**src/hdl/lpps_pkg.sv**
```systemverilog
// Shared types, constants and calibration tables for the line-position PID steering core.
package lpps_pkg;

    // Field and datapath widths
    localparam int RawW     = 12;
    localparam int ScaleW   = 10;
    localparam int TotalW   = 12;
    localparam int PosW     = 13;
    localparam int IntegW   = 32;
    localparam int GainW    = 20;
    localparam int DutyW    = 8;
    localparam int LevelW   = 10;
    localparam int OutDutyW = 16;
    localparam int CfgIdxW  = 4;
    localparam int CfgDataW = 20;

    // Divider: dividend width, divisor width, quotient bits per cycle
    localparam int DivW       = 24;
    localparam int DenW       = 12;
    localparam int DivBits    = 2;
    localparam int DivSteps   = DivW / DivBits;
    localparam int DivCountW  = $clog2(DivSteps);

    // Multiply-accumulate unit
    localparam int MacAW   = 21;
    localparam int MacBW   = 17;
    localparam int MacProdW = MacAW + MacBW;
    localparam int AccW    = 56;
    localparam int MacShift = 16;

    // Algorithm constants
    localparam int NumSensors = 4;
    localparam int SensIdxW   = $clog2(NumSensors);
    localparam int ScaleMax   = 1000;
    localparam int LostPos    = 2500;

    // Register reset values
    localparam logic [GainW-1:0]  GainPReset    = GainW'(262);
    localparam logic [GainW-1:0]  GainIReset    = GainW'(0);
    localparam logic [GainW-1:0]  GainDReset    = GainW'(131);
    localparam logic [DutyW-1:0]  BaseReset     = DutyW'(72);
    localparam logic [DutyW-1:0]  FloorReset    = DutyW'(60);
    localparam logic [DutyW-1:0]  CeilReset     = DutyW'(80);
    localparam logic [LevelW-1:0] WhiteReset    = LevelW'(800);
    localparam logic [LevelW-1:0] PresenceReset = LevelW'(100);

    // Configuration register indexes
    typedef enum logic [CfgIdxW-1:0] {
        CFG_GAIN_P     = 4'd0,
        CFG_GAIN_I     = 4'd1,
        CFG_GAIN_D     = 4'd2,
        CFG_BASE_DUTY  = 4'd3,
        CFG_DUTY_FLOOR = 4'd4,
        CFG_DUTY_CEIL  = 4'd5,
        CFG_WHITE      = 4'd6,
        CFG_PRESENCE   = 4'd7
    } cfg_reg_e;

    // Input transaction: four raw ADC readings
    typedef struct packed {
        logic [RawW-1:0] raw_far_left;
        logic [RawW-1:0] raw_near_left;
        logic [RawW-1:0] raw_near_right;
        logic [RawW-1:0] raw_far_right;
    } in_item_t;

    // Output transaction: position and motor duties
    typedef struct packed {
        logic signed [PosW-1:0] line_position;
        logic                   line_lost;
        logic [OutDutyW-1:0]    left_duty;
        logic [OutDutyW-1:0]    right_duty;
    } out_item_t;

    // Divider request and response
    typedef struct packed {
        logic            start;
        logic [DivW-1:0] dividend;
        logic [DenW-1:0] divisor;
    } div_req_t;

    typedef struct packed {
        logic            done;
        logic [DivW-1:0] quotient;
    } div_rsp_t;

    // Multiply-accumulate command
    typedef struct packed {
        logic                    valid;
        logic                    clear;
        logic                    shift;
        logic                    negate;
        logic signed [MacAW-1:0] a;
        logic signed [MacBW-1:0] b;
    } mac_op_t;

    // Lower calibration limit per channel
    function automatic logic [RawW-1:0] cal_low(input logic [SensIdxW-1:0] idx);
        logic [RawW-1:0] r;
        case (idx)
            2'd0:    r = RawW'(1801);
            2'd1:    r = RawW'(1800);
            2'd2:    r = RawW'(1797);
            default: r = RawW'(1797);
        endcase
        return r;
    endfunction

    // Calibration span (high minus low) per channel
    function automatic logic [DenW-1:0] cal_span(input logic [SensIdxW-1:0] idx);
        logic [DenW-1:0] r;
        case (idx)
            2'd0:    r = DenW'(4040 - 1801);
            2'd1:    r = DenW'(4046 - 1800);
            2'd2:    r = DenW'(4054 - 1797);
            default: r = DenW'(4047 - 1797);
        endcase
        return r;
    endfunction

    // Position weight per channel, left negative
    function automatic logic signed [MacAW-1:0] sensor_weight(
        input logic [SensIdxW-1:0] idx);
        logic signed [MacAW-1:0] r;
        case (idx)
            2'd0:    r = -MacAW'(3000);
            2'd1:    r = -MacAW'(1000);
            2'd2:    r = MacAW'(1000);
            default: r = MacAW'(3000);
        endcase
        return r;
    endfunction

endpackage

```
**src/hdl/lpps_div.sv**
```systemverilog
// Iterative restoring divider, two quotient bits per cycle.
module lpps_div
    import lpps_pkg::*;
(
    input  logic     clk,
    input  logic     rst_n,
    input  div_req_t req,
    output div_rsp_t rsp
);

    logic                 busy_reg;
    logic                 done_reg;
    logic [DivCountW-1:0] cnt_reg;
    logic [DenW-1:0]      rem_reg;
    logic [DenW-1:0]      rem_next;
    logic [DivW-1:0]      work_reg;
    logic [DivW-1:0]      work_next;
    logic [DenW-1:0]      den_reg;

    // Two restoring steps: shift in a dividend bit, subtract when it fits
    always_comb
    begin
        logic [DenW:0] trial;
        rem_next  = rem_reg;
        work_next = work_reg;
        for (int i = 0; i < DivBits; i++)
        begin
            trial     = {rem_next, work_next[DivW-1]};
            work_next = {work_next[DivW-2:0], 1'b0};
            if (trial >= {1'b0, den_reg})
            begin
                rem_next     = DenW'(trial - {1'b0, den_reg});
                work_next[0] = 1'b1;
            end
            else
            begin
                rem_next = trial[DenW-1:0];
            end
        end
    end

    // Control: load on start, count down the steps, flag completion
    always_ff @(posedge clk or negedge rst_n)
    begin
        if (!rst_n)
        begin
            busy_reg <= 1'b0;
            done_reg <= 1'b0;
            cnt_reg  <= '0;
        end
        else
        begin
            done_reg <= 1'b0;
            if (req.start && !busy_reg)
            begin
                busy_reg <= 1'b1;
                cnt_reg  <= DivCountW'(DivSteps - 1);
            end
            else if (busy_reg)
            begin
                cnt_reg <= cnt_reg - 1'b1;
                if (cnt_reg == '0)
                begin
                    busy_reg <= 1'b0;
                    done_reg <= 1'b1;
                end
            end
        end
    end

    // Datapath: remainder, dividend/quotient shifter, divisor
    always_ff @(posedge clk)
    begin
        if (req.start && !busy_reg)
        begin
            rem_reg  <= '0;
            work_reg <= req.dividend;
            den_reg  <= req.divisor;
        end
        else if (busy_reg)
        begin
            rem_reg  <= rem_next;
            work_reg <= work_next;
        end
    end

    assign rsp.done     = done_reg;
    assign rsp.quotient = work_reg;

endmodule

```
**src/hdl/lpps_mac.sv**
```systemverilog
// Shared signed multiplier with registered product and wide accumulator.
module lpps_mac
    import lpps_pkg::*;
(
    input  logic                   clk,
    input  logic                   rst_n,
    input  mac_op_t                op,
    output logic signed [AccW-1:0] acc
);

    logic signed [MacProdW-1:0] prod_reg;
    logic signed [MacProdW-1:0] prod_next;
    logic                       pend_reg;
    logic                       shift_reg;
    logic                       negate_reg;
    logic signed [AccW-1:0]     acc_reg;
    logic signed [AccW-1:0]     term;
    logic signed [AccW-1:0]     ext;

    // Stage one: multiply
    assign prod_next = MacProdW'(op.a) * MacProdW'(op.b);

    always_ff @(posedge clk or negedge rst_n)
    begin
        if (!rst_n)
        begin
            pend_reg <= 1'b0;
        end
        else
        begin
            pend_reg <= op.valid;
        end
    end

    always_ff @(posedge clk)
    begin
        if (op.valid)
        begin
            prod_reg   <= prod_next;
            shift_reg  <= op.shift;
            negate_reg <= op.negate;
        end
    end

    // Stage two: align, negate if asked, accumulate
    always_comb
    begin
        ext  = AccW'(prod_reg);
        term = shift_reg ? (ext <<< MacShift) : ext;
        if (negate_reg)
        begin
            term = -term;
        end
    end

    always_ff @(posedge clk)
    begin
        if (op.clear)
        begin
            acc_reg <= '0;
        end
        else if (pend_reg)
        begin
            acc_reg <= acc_reg + term;
        end
    end

    assign acc = acc_reg;

endmodule

```
**src/hdl/line_position_pid_steering_core.sv**
```systemverilog
// Top level: configuration registers, sequencer and output register of the steering core.
//
// Takes one transaction of four raw 12-bit line-sensor readings and returns one result:
// the weighted line position (or +/-2500 with line_lost set when no sensor sees white),
// and the left and right motor duties in Q8.8 after a PID correction, clamped to the
// floor and ceiling. The position division is skipped when no reading passes the
// presence level. A new transaction is taken only once the result of the last one is
// loaded into the output register, in the cycle after that load. The time a transaction
// takes is set by the shared divider, which produces two quotient bits a cycle over 24
// bits and is used once per sensor for calibration scaling and once for the position
// mean; the PID terms go through one shared multiplier-accumulator. in_stall is high
// while a transaction is being worked on; a finished result sits in the output
// register, so the next transaction can be taken while it waits. The integral and
// previous position are cleared by reset; the user must write configuration through
// cfg_write/cfg_index/cfg_data only while the core is idle (the core does not enforce
// this), and writes to indexes beyond the last register are ignored.
module line_position_pid_steering_core
    import lpps_pkg::*;
(
    input  logic                clk,
    input  logic                rst_n,
    input  logic                in_valid,
    output logic                in_stall,
    input  in_item_t            in_data,
    output logic                out_valid,
    input  logic                out_stall,
    output out_item_t           out_data,
    input  logic                cfg_write,
    input  logic [CfgIdxW-1:0]  cfg_index,
    input  logic [CfgDataW-1:0] cfg_data
);

    typedef enum logic [15:0] {
        S_IDLE       = 16'b0000_0000_0000_0001,
        S_SCALE      = 16'b0000_0000_0000_0010,
        S_SCALE_WAIT = 16'b0000_0000_0000_0100,
        S_WEIGH      = 16'b0000_0000_0000_1000,
        S_DRAIN      = 16'b0000_0000_0001_0000,
        S_POS_DIV    = 16'b0000_0000_0010_0000,
        S_POS_WAIT   = 16'b0000_0000_0100_0000,
        S_POS        = 16'b0000_0000_1000_0000,
        S_INTEG      = 16'b0000_0001_0000_0000,
        S_MUL_ILO    = 16'b0000_0010_0000_0000,
        S_MUL_IHI    = 16'b0000_0100_0000_0000,
        S_MUL_D      = 16'b0000_1000_0000_0000,
        S_DRAIN2     = 16'b0001_0000_0000_0000,
        S_DUTY_L     = 16'b0010_0000_0000_0000,
        S_DUTY_R     = 16'b0100_0000_0000_0000,
        S_DONE       = 16'b1000_0000_0000_0000
    } state_t;

    localparam int DutyCalcW = AccW + 1;

    // Configuration registers
    logic [GainW-1:0]  gain_p_reg;
    logic [GainW-1:0]  gain_i_reg;
    logic [GainW-1:0]  gain_d_reg;
    logic [DutyW-1:0]  base_reg;
    logic [DutyW-1:0]  floor_reg;
    logic [DutyW-1:0]  ceil_reg;
    logic [LevelW-1:0] white_reg;
    logic [LevelW-1:0] presence_reg;

    // Sequencer and working registers
    state_t                   state_reg;
    state_t                   state_next;
    logic [RawW-1:0]          raw_reg [NumSensors];
    logic [SensIdxW-1:0]      idx_reg;
    logic [ScaleW-1:0]        s_reg;
    logic [TotalW-1:0]        total_reg;
    logic                     lost_reg;
    logic                     wneg_reg;
    logic signed [PosW-1:0]   pos_reg;
    logic signed [PosW-1:0]   pos_next;
    logic signed [PosW-1:0]   prev_reg;
    logic signed [IntegW-1:0] integ_reg;
    logic signed [IntegW-1:0] integ_next;
    logic [OutDutyW-1:0]      left_reg;
    logic [OutDutyW-1:0]      right_reg;
    logic                     out_valid_reg;
    out_item_t                out_data_reg;

    // Shared units
    div_req_t               div_req;
    div_rsp_t               div_rsp;
    mac_op_t                mac_op;
    logic signed [AccW-1:0] mac_acc;

    // Datapath helpers
    logic                      in_accept;
    logic                      out_load;
    logic [RawW-1:0]           raw_cur;
    logic [RawW-1:0]           low_cur;
    logic [RawW-1:0]           diff_cur;
    logic [DivW-1:0]           scale_dividend;
    logic [DivW:0]             wsum_abs;
    logic [ScaleW-1:0]         s_clamped;
    logic signed [PosW-1:0]    quot_pos;
    logic signed [IntegW:0]    integ_sum;
    logic signed [DutyCalcW-1:0] base_ext;
    logic signed [DutyCalcW-1:0] acc_ext;

    lpps_div u_div (
        .clk   (clk),
        .rst_n (rst_n),
        .req   (div_req),
        .rsp   (div_rsp)
    );

    lpps_mac u_mac (
        .clk   (clk),
        .rst_n (rst_n),
        .op    (mac_op),
        .acc   (mac_acc)
    );

    // Clamp a Q16 duty to floor then ceiling, keep Q8.8
    function automatic logic [OutDutyW-1:0] duty_clamp(
        input logic signed [DutyCalcW-1:0] v,
        input logic [DutyW-1:0]            lo_duty,
        input logic [DutyW-1:0]            hi_duty);
        logic signed [DutyCalcW-1:0] lo;
        logic signed [DutyCalcW-1:0] hi;
        logic signed [DutyCalcW-1:0] r;
        lo = $signed({(DutyCalcW - DutyW - 16)'(0), lo_duty, 16'h0000});
        hi = $signed({(DutyCalcW - DutyW - 16)'(0), hi_duty, 16'h0000});
        if (v < lo)
        begin
            r = lo;
        end
        else if (v > hi)
        begin
            r = hi;
        end
        else
        begin
            r = v;
        end
        return r[OutDutyW+7:8];
    endfunction

    assign in_accept = in_valid && !in_stall;
    assign in_stall  = (state_reg != S_IDLE);
    assign out_load  = (state_reg == S_DONE) && (!out_valid_reg || !out_stall);

    // Scaling operands for the current sensor
    assign raw_cur        = raw_reg[idx_reg];
    assign low_cur        = cal_low(idx_reg);
    assign diff_cur       = (raw_cur > low_cur) ? (raw_cur - low_cur) : '0;
    assign scale_dividend = DivW'(diff_cur) * DivW'(ScaleMax);
    assign s_clamped      = (div_rsp.quotient > DivW'(ScaleMax)) ? ScaleW'(ScaleMax)
                                                                 : div_rsp.quotient[ScaleW-1:0];

    // Magnitude of the weighted sum, which stays well inside 25 bits
    assign wsum_abs = mac_acc[AccW-1] ? -mac_acc[DivW:0] : mac_acc[DivW:0];

    // Signed quotient of the weighted mean, truncated toward zero
    assign quot_pos = wneg_reg ? -$signed(div_rsp.quotient[PosW-1:0])
                               : $signed(div_rsp.quotient[PosW-1:0]);

    // Final position: lost line overrides the mean
    always_comb
    begin
        if (lost_reg)
        begin
            pos_next = (prev_reg > 0) ? PosW'(LostPos) : -PosW'(LostPos);
        end
        else if (total_reg == '0)
        begin
            pos_next = '0;
        end
        else
        begin
            pos_next = quot_pos;
        end
    end

    // Saturating integral update
    assign integ_sum = (IntegW + 1)'(integ_reg) + (IntegW + 1)'(pos_reg);
    always_comb
    begin
        if (integ_sum[IntegW] != integ_sum[IntegW-1])
        begin
            integ_next = integ_sum[IntegW] ? {1'b1, {(IntegW - 1){1'b0}}}
                                           : {1'b0, {(IntegW - 1){1'b1}}};
        end
        else
        begin
            integ_next = integ_sum[IntegW-1:0];
        end
    end

    assign base_ext = $signed({(DutyCalcW - DutyW - 16)'(0), base_reg, 16'h0000});
    assign acc_ext  = DutyCalcW'(mac_acc);

    // Next state and unit commands
    always_comb
    begin
        state_next       = state_reg;
        div_req.start    = 1'b0;
        div_req.dividend = scale_dividend;
        div_req.divisor  = cal_span(idx_reg);
        mac_op.valid     = 1'b0;
        mac_op.clear     = 1'b0;
        mac_op.shift     = 1'b0;
        mac_op.negate    = 1'b0;
        mac_op.a         = sensor_weight(idx_reg);
        mac_op.b         = $signed({(MacBW - ScaleW)'(0), s_reg});
        case (state_reg)
            S_IDLE:
            begin
                if (in_accept)
                begin
                    mac_op.clear = 1'b1;
                    state_next   = S_SCALE;
                end
            end
            S_SCALE:
            begin
                div_req.start = 1'b1;
                state_next    = S_SCALE_WAIT;
            end
            S_SCALE_WAIT:
            begin
                if (div_rsp.done)
                begin
                    state_next = S_WEIGH;
                end
            end
            S_WEIGH:
            begin
                mac_op.valid = (s_reg > presence_reg);
                state_next   = (idx_reg == SensIdxW'(NumSensors - 1)) ? S_DRAIN : S_SCALE;
            end
            S_DRAIN:
            begin
                state_next = S_POS_DIV;
            end
            S_POS_DIV:
            begin
                div_req.dividend = wsum_abs[DivW-1:0];
                div_req.divisor  = total_reg;
                if (total_reg == '0)
                begin
                    state_next = S_POS;
                end
                else
                begin
                    div_req.start = 1'b1;
                    state_next    = S_POS_WAIT;
                end
            end
            S_POS_WAIT:
            begin
                if (div_rsp.done)
                begin
                    state_next = S_POS;
                end
            end
            S_POS:
            begin
                mac_op.clear = 1'b1;
                state_next   = S_INTEG;
            end
            S_INTEG:
            begin
                mac_op.valid = 1'b1;
                mac_op.a     = $signed({1'b0, gain_p_reg});
                mac_op.b     = MacBW'(pos_reg);
                state_next   = S_MUL_ILO;
            end
            S_MUL_ILO:
            begin
                mac_op.valid = 1'b1;
                mac_op.a     = $signed({1'b0, gain_i_reg});
                mac_op.b     = $signed({1'b0, integ_reg[15:0]});
                state_next   = S_MUL_IHI;
            end
            S_MUL_IHI:
            begin
                mac_op.valid = 1'b1;
                mac_op.shift = 1'b1;
                mac_op.a     = $signed({1'b0, gain_i_reg});
                mac_op.b     = MacBW'($signed(integ_reg[IntegW-1:16]));
                state_next   = S_MUL_D;
            end
            S_MUL_D:
            begin
                mac_op.valid  = 1'b1;
                mac_op.negate = 1'b1;
                mac_op.a      = $signed({1'b0, gain_d_reg});
                mac_op.b      = MacBW'(pos_reg) - MacBW'(prev_reg);
                state_next    = S_DRAIN2;
            end
            S_DRAIN2:
            begin
                state_next = S_DUTY_L;
            end
            S_DUTY_L:
            begin
                state_next = S_DUTY_R;
            end
            S_DUTY_R:
            begin
                state_next = S_DONE;
            end
            S_DONE:
            begin
                if (out_load)
                begin
                    state_next = S_IDLE;
                end
            end
            default:
            begin
                state_next = S_IDLE;
            end
        endcase
    end

    // Control state, persistent loop state and configuration
    always_ff @(posedge clk or negedge rst_n)
    begin
        if (!rst_n)
        begin
            state_reg     <= S_IDLE;
            out_valid_reg <= 1'b0;
            prev_reg      <= '0;
            integ_reg     <= '0;
            gain_p_reg    <= GainPReset;
            gain_i_reg    <= GainIReset;
            gain_d_reg    <= GainDReset;
            base_reg      <= BaseReset;
            floor_reg     <= FloorReset;
            ceil_reg      <= CeilReset;
            white_reg     <= WhiteReset;
            presence_reg  <= PresenceReset;
        end
        else
        begin
            state_reg <= state_next;

            // Hold the result until the receiver takes it
            if (out_load)
            begin
                out_valid_reg <= 1'b1;
            end
            else if (!out_stall)
            begin
                out_valid_reg <= 1'b0;
            end

            if (state_reg == S_INTEG)
            begin
                integ_reg <= integ_next;
            end
            if (state_reg == S_MUL_D)
            begin
                prev_reg <= pos_reg;
            end

            // Register writes; unknown indexes drop
            if (cfg_write)
            begin
                case (cfg_index)
                    CFG_GAIN_P:     gain_p_reg   <= cfg_data[GainW-1:0];
                    CFG_GAIN_I:     gain_i_reg   <= cfg_data[GainW-1:0];
                    CFG_GAIN_D:     gain_d_reg   <= cfg_data[GainW-1:0];
                    CFG_BASE_DUTY:  base_reg     <= cfg_data[DutyW-1:0];
                    CFG_DUTY_FLOOR: floor_reg    <= cfg_data[DutyW-1:0];
                    CFG_DUTY_CEIL:  ceil_reg     <= cfg_data[DutyW-1:0];
                    CFG_WHITE:      white_reg    <= cfg_data[LevelW-1:0];
                    CFG_PRESENCE:   presence_reg <= cfg_data[LevelW-1:0];
                    default:        ;
                endcase
            end
        end
    end

    // Per-transaction working registers
    always_ff @(posedge clk)
    begin
        case (state_reg)
            S_IDLE:
            begin
                if (in_accept)
                begin
                    raw_reg[0] <= in_data.raw_far_left;
                    raw_reg[1] <= in_data.raw_near_left;
                    raw_reg[2] <= in_data.raw_near_right;
                    raw_reg[3] <= in_data.raw_far_right;
                    idx_reg    <= '0;
                    total_reg  <= '0;
                    lost_reg   <= 1'b1;
                end
            end
            S_SCALE_WAIT:
            begin
                if (div_rsp.done)
                begin
                    s_reg <= s_clamped;
                end
            end
            S_WEIGH:
            begin
                if (s_reg > white_reg)
                begin
                    lost_reg <= 1'b0;
                end
                if (s_reg > presence_reg)
                begin
                    total_reg <= total_reg + TotalW'(s_reg);
                end
                idx_reg <= idx_reg + 1'b1;
            end
            S_POS_DIV:
            begin
                wneg_reg <= mac_acc[AccW-1];
            end
            S_POS:
            begin
                pos_reg <= pos_next;
            end
            S_DUTY_L:
            begin
                left_reg <= duty_clamp(base_ext + acc_ext, floor_reg, ceil_reg);
            end
            S_DUTY_R:
            begin
                right_reg <= duty_clamp(base_ext - acc_ext, floor_reg, ceil_reg);
            end
            S_DONE:
            begin
                if (out_load)
                begin
                    out_data_reg.line_position <= pos_reg;
                    out_data_reg.line_lost     <= lost_reg;
                    out_data_reg.left_duty     <= left_reg;
                    out_data_reg.right_duty    <= right_reg;
                end
            end
            default:
            begin
            end
        endcase
    end

    assign out_valid = out_valid_reg;
    assign out_data  = out_data_reg;

endmodule

```
**config.mk**
```make
export PLATFORM = sky130hd
export DESIGN_NAME = line_position_pid_steering_core
export DESIGN_NICKNAME = d
export VERILOG_FILES = /design/src/hdl/lpps_pkg.sv /design/src/hdl/lpps_div.sv /design/src/hdl/lpps_mac.sv /design/src/hdl/line_position_pid_steering_core.sv
export SDC_FILE = /design/constraint.sdc
export NUM_CORES = 2
export LEC_CHECK = 0
export BUFFER_PORTS_ARGS = -buffer_cell sky130_fd_sc_hd__buf_2
export CAP_MARGIN = 20
export CORE_ASPECT_RATIO = 0.7
export CORE_MARGIN = 2
export CORE_UTILIZATION = 31
export CTS_BUF_LIST = sky130_fd_sc_hd__clkbuf_4
export CTS_CLUSTER_DIAMETER = 150
export DETAILED_ROUTE_END_ITERATION = 7
export HOLD_SLACK_MARGIN = 0.05
export MAX_ROUTING_LAYER = met4
export SYNTH_ARGS = -nofsm -noshare
export SYNTH_HDL_FRONTEND = slang
export SYNTH_SLANG_ARGS = --single-unit
```
**constraint.sdc**
```tcl
create_clock -name clk -period 13.9 [get_ports clk]
set_input_delay 0.695 -clock clk [delete_from_list [all_inputs] [get_ports clk]]
set_output_delay 0.695 -clock clk [all_outputs]
set_load 0.005 [all_outputs]
```
==> results.toml <==
[status]
status = "finished clean"

[setup_path]
rr_startpoint = "state_reg[0]"
cp-start-kind = "register"
cp_slowest_cell = "a21oi_1"
crit_top_cell = "fa_1"
slowest_delay_ns = 0.82
r2r_cells = 36
required_ns = 14.70
cp-startpoint = "state_reg[0]"
critPathArrivalTime_ns = 11.65
cp-end-kind = "register"
worstPathMaxFanout = 45
path_class = "register to register"

[die]
pin_count = 125
rows = 119
die_area_sq_um = 154000
initial_core_util_pct = 31.2
die_y_um = 329
dieWidth_um = 468
coreArea_sq_um = 150000

[synth]
synth_edf_count = 241
synthFlopType = "edfxtp_1"
synth_area_sq_um = 46800
syn_inst = 5028
yosysUniqueCellTypes = 96
synth_top_cell_by_area = "fa_1"
ys_ff_latch = 484
synth_top_area_share_pct = 17.2
synthArstFlopShare_pct = 35.7
yosys_warnings = 0
ys_seq_area_share_pct = 27.8
postSynthAreaPerCell_sq_um = 9.31
synthTopCellsByArea = "fa_1 17%, edfxtp_1 15%, ha_1 9.4%, dfrtp_1 8.1%, inv_1 4.6%"

[layout]
drive_above_1_share_pct = 10.8
areaGrowthSynthToFinish_pct = 11.4
nNetsFinal = 6043
largest_register_ffs = 56
fillers = 15385
stdcell_area_sq_um = 52100

[clocking]
cts_hold_buf = 71
cts_tree = "yes"
post_cts_buffers = 0
root_buffer = "clkbuf_4"
cts_sinks = 484
htree_num_levels = 3
cts_resized = 0
clockBufferDepth = 3
clk_latency_ns = 1.10
numCtsBuffers = 121
path_clk_slew_ns = 0.08

[sta]
rsz0062_at_grt = "no"
setup_viol = 0
fmax_mhz = 92.1
hold_violations = 0
finalCritPeriodShare_pct = 78.1
maxSlewViolCount = 0
worst_slew_pin_slew_ns = 1.11
relSlewSlack_pct = 26.1
final.setup_skew_ns = 0.0887
finalSetupTns_ns = 0
period_minus_slack_ns = 10.86

[detailed_routing]
dr.pass1.iters = 7
wl_mm = 135
vias_per_cell = 5.15
wl_per_cell_um = 18.4
drc = 0
drt-initial-drc-count = 3505
final_antenna_net_count = 0
vias = 37700

[placed_design]
numPortBuffers = 124
hpwl_mm = 106
dpl_cell_area_sq_um = 49700
gp_congestion = 0.923

[global_routing]
grt_pass1_wl_mm = 214
grt_pass1_vias = 37177
grt_use_total_pct = 18.1
antenna_found_initial = 10
grt_remaining_overflow = 0
grt_max_degree = 97

[worst_hold_path]
min_path_type = "input port to register"
hold-path-cell-count = 5
min_from = "cfg_index[1]"

[run]
maxCapViolCount = 0
==> cell families after synthesis <==
family	after synthesis	synth area share (%)
and+or+nand+nor	1498	14.9
AOI/OAI and AO/OA	1002	13.8
adders and majority gates	780	27.1
buffers and inverters	777	6.27
DFF	484	27.8
xor gates and xnor gates	291	5.45
muxes	194	4.72
other	2	0.0160
==> critical path: cells and delay by family (launching register included) <==
kind,cells,cell delay [ns]
adders and majority gates,7,3.47
AOI/OAI and AO/OA,10,3.03
and+or+nand+nor,11,2.64
buffers and inverters,7,0.94
DFF,1,0.40
xor gates and xnor gates,1,0.08
==> worst paths after layout <==
check,slack [ns],end
setup / recovery,3.04,u_mac.prod_reg[37]
min in group asynchronous,0.25,out_valid
hold / removal,0.07,presence_reg[9]
hold reg to reg,0.42,out_data[9]
setup reg to reg,3.04,u_mac.prod_reg[37]
max in group asynchronous,12.21,gain_d_reg[7]
==> synth_stat cells (12+ instances only) <==
library cell and instances:
dfstp_2 21, dfxtp_1 70, nand4_1 38, nor4_1 36
or2_2 31, o21bai_1 38, and3_1 30, buf_1 17
xor2_1 128, o21a_1 47, nand2_1 515, o31ai_1 47
nor2_1 439, fa_1 401, a21oi_1 246, a221oi_1 12
nor3_1 90, nor3b_1 19, or3_1 34, nand2b_1 52
a22oi_1 17, a211oi_1 25, clkbuf_1 178, o22ai_1 15
ha_1 352, a222oi_1 22, edfxtp_1 241, or4_1 14
o41ai_1 14, a31oi_1 34, nor2b_1 52, and2_1 46
mux2i_1 87, mux4_2 12, xnor2_1 163, dfrtp_1 152
o21ai_0 275, mux2_2 95, maj3_1 27, nand3_1 61
a21o_1 97, inv_1 573
==> stage by stage <==
step | hold slack [ns] | utilization [%] | cells | setup WS [ns]
after global routing | 0.0669 | 34.7 | 7323 | 2.41
after CTS | 0.0802 | 34.7 | 7310 | 3.21
after global placement | 0.402 | 33.1 | 7011 | 3.46
after detailed placement | 0.407 | 33.1 | 7011 | 3.22
after floorplan | 0.399 | - | 5037 | 4.61
final | 0.0668 | 34.7 | 7325 | 3.04
==> final cells by class <==
class                      count  area, sq um  area share, %
tap                         1996         2500           4.79
antenna                       11         27.5         0.0528
multi-input combinational   3776        31000           59.4
clock inverter                52          319          0.612
sequential                   484        13000           24.9
timing repair buffer         256         1850           3.55
inverter                     574         2150           4.13
clock buffer                 176         1320           2.53
==> placed cells by master (no fill, tap or decap), types with 35 or more instances in the layout <==
cell type / instances
inv_1: 572
nand2_1: 514
nor2_1: 439
fa_1: 401
ha_1: 352
o21ai_0: 273
a21oi_1: 245
edfxtp_1: 241
clkbuf_4: 176
xnor2_1: 163
dfrtp_1: 151
xor2_1: 128
buf_2: 123
a21o_1: 97
mux2_2: 95
nor3_1: 90
mux2i_1: 87
dlygate4sd3_1: 71
dfxtp_1: 70
nand3_1: 61
buf_4: 58
nand2b_1: 52
nor2b_1: 52
o21a_1: 47
and2_1: 46
o31ai_1: 46
nand4_1: 38
o21bai_1: 38
nor4_1: 35
==> per-layer routing <==
metal  part of all wire, %  up-vias  GRT usage (%)
li1                      -    17714              -
met1                    49    18553           26.8
met2                    41     1287           25.4
met3                   8.7      146           3.94
met4                   1.3        0           3.05
met5                     0        -              -
Power is not shown: default switching activity piles up to over one toggle a cycle in this logic, so the estimate is an artifact.
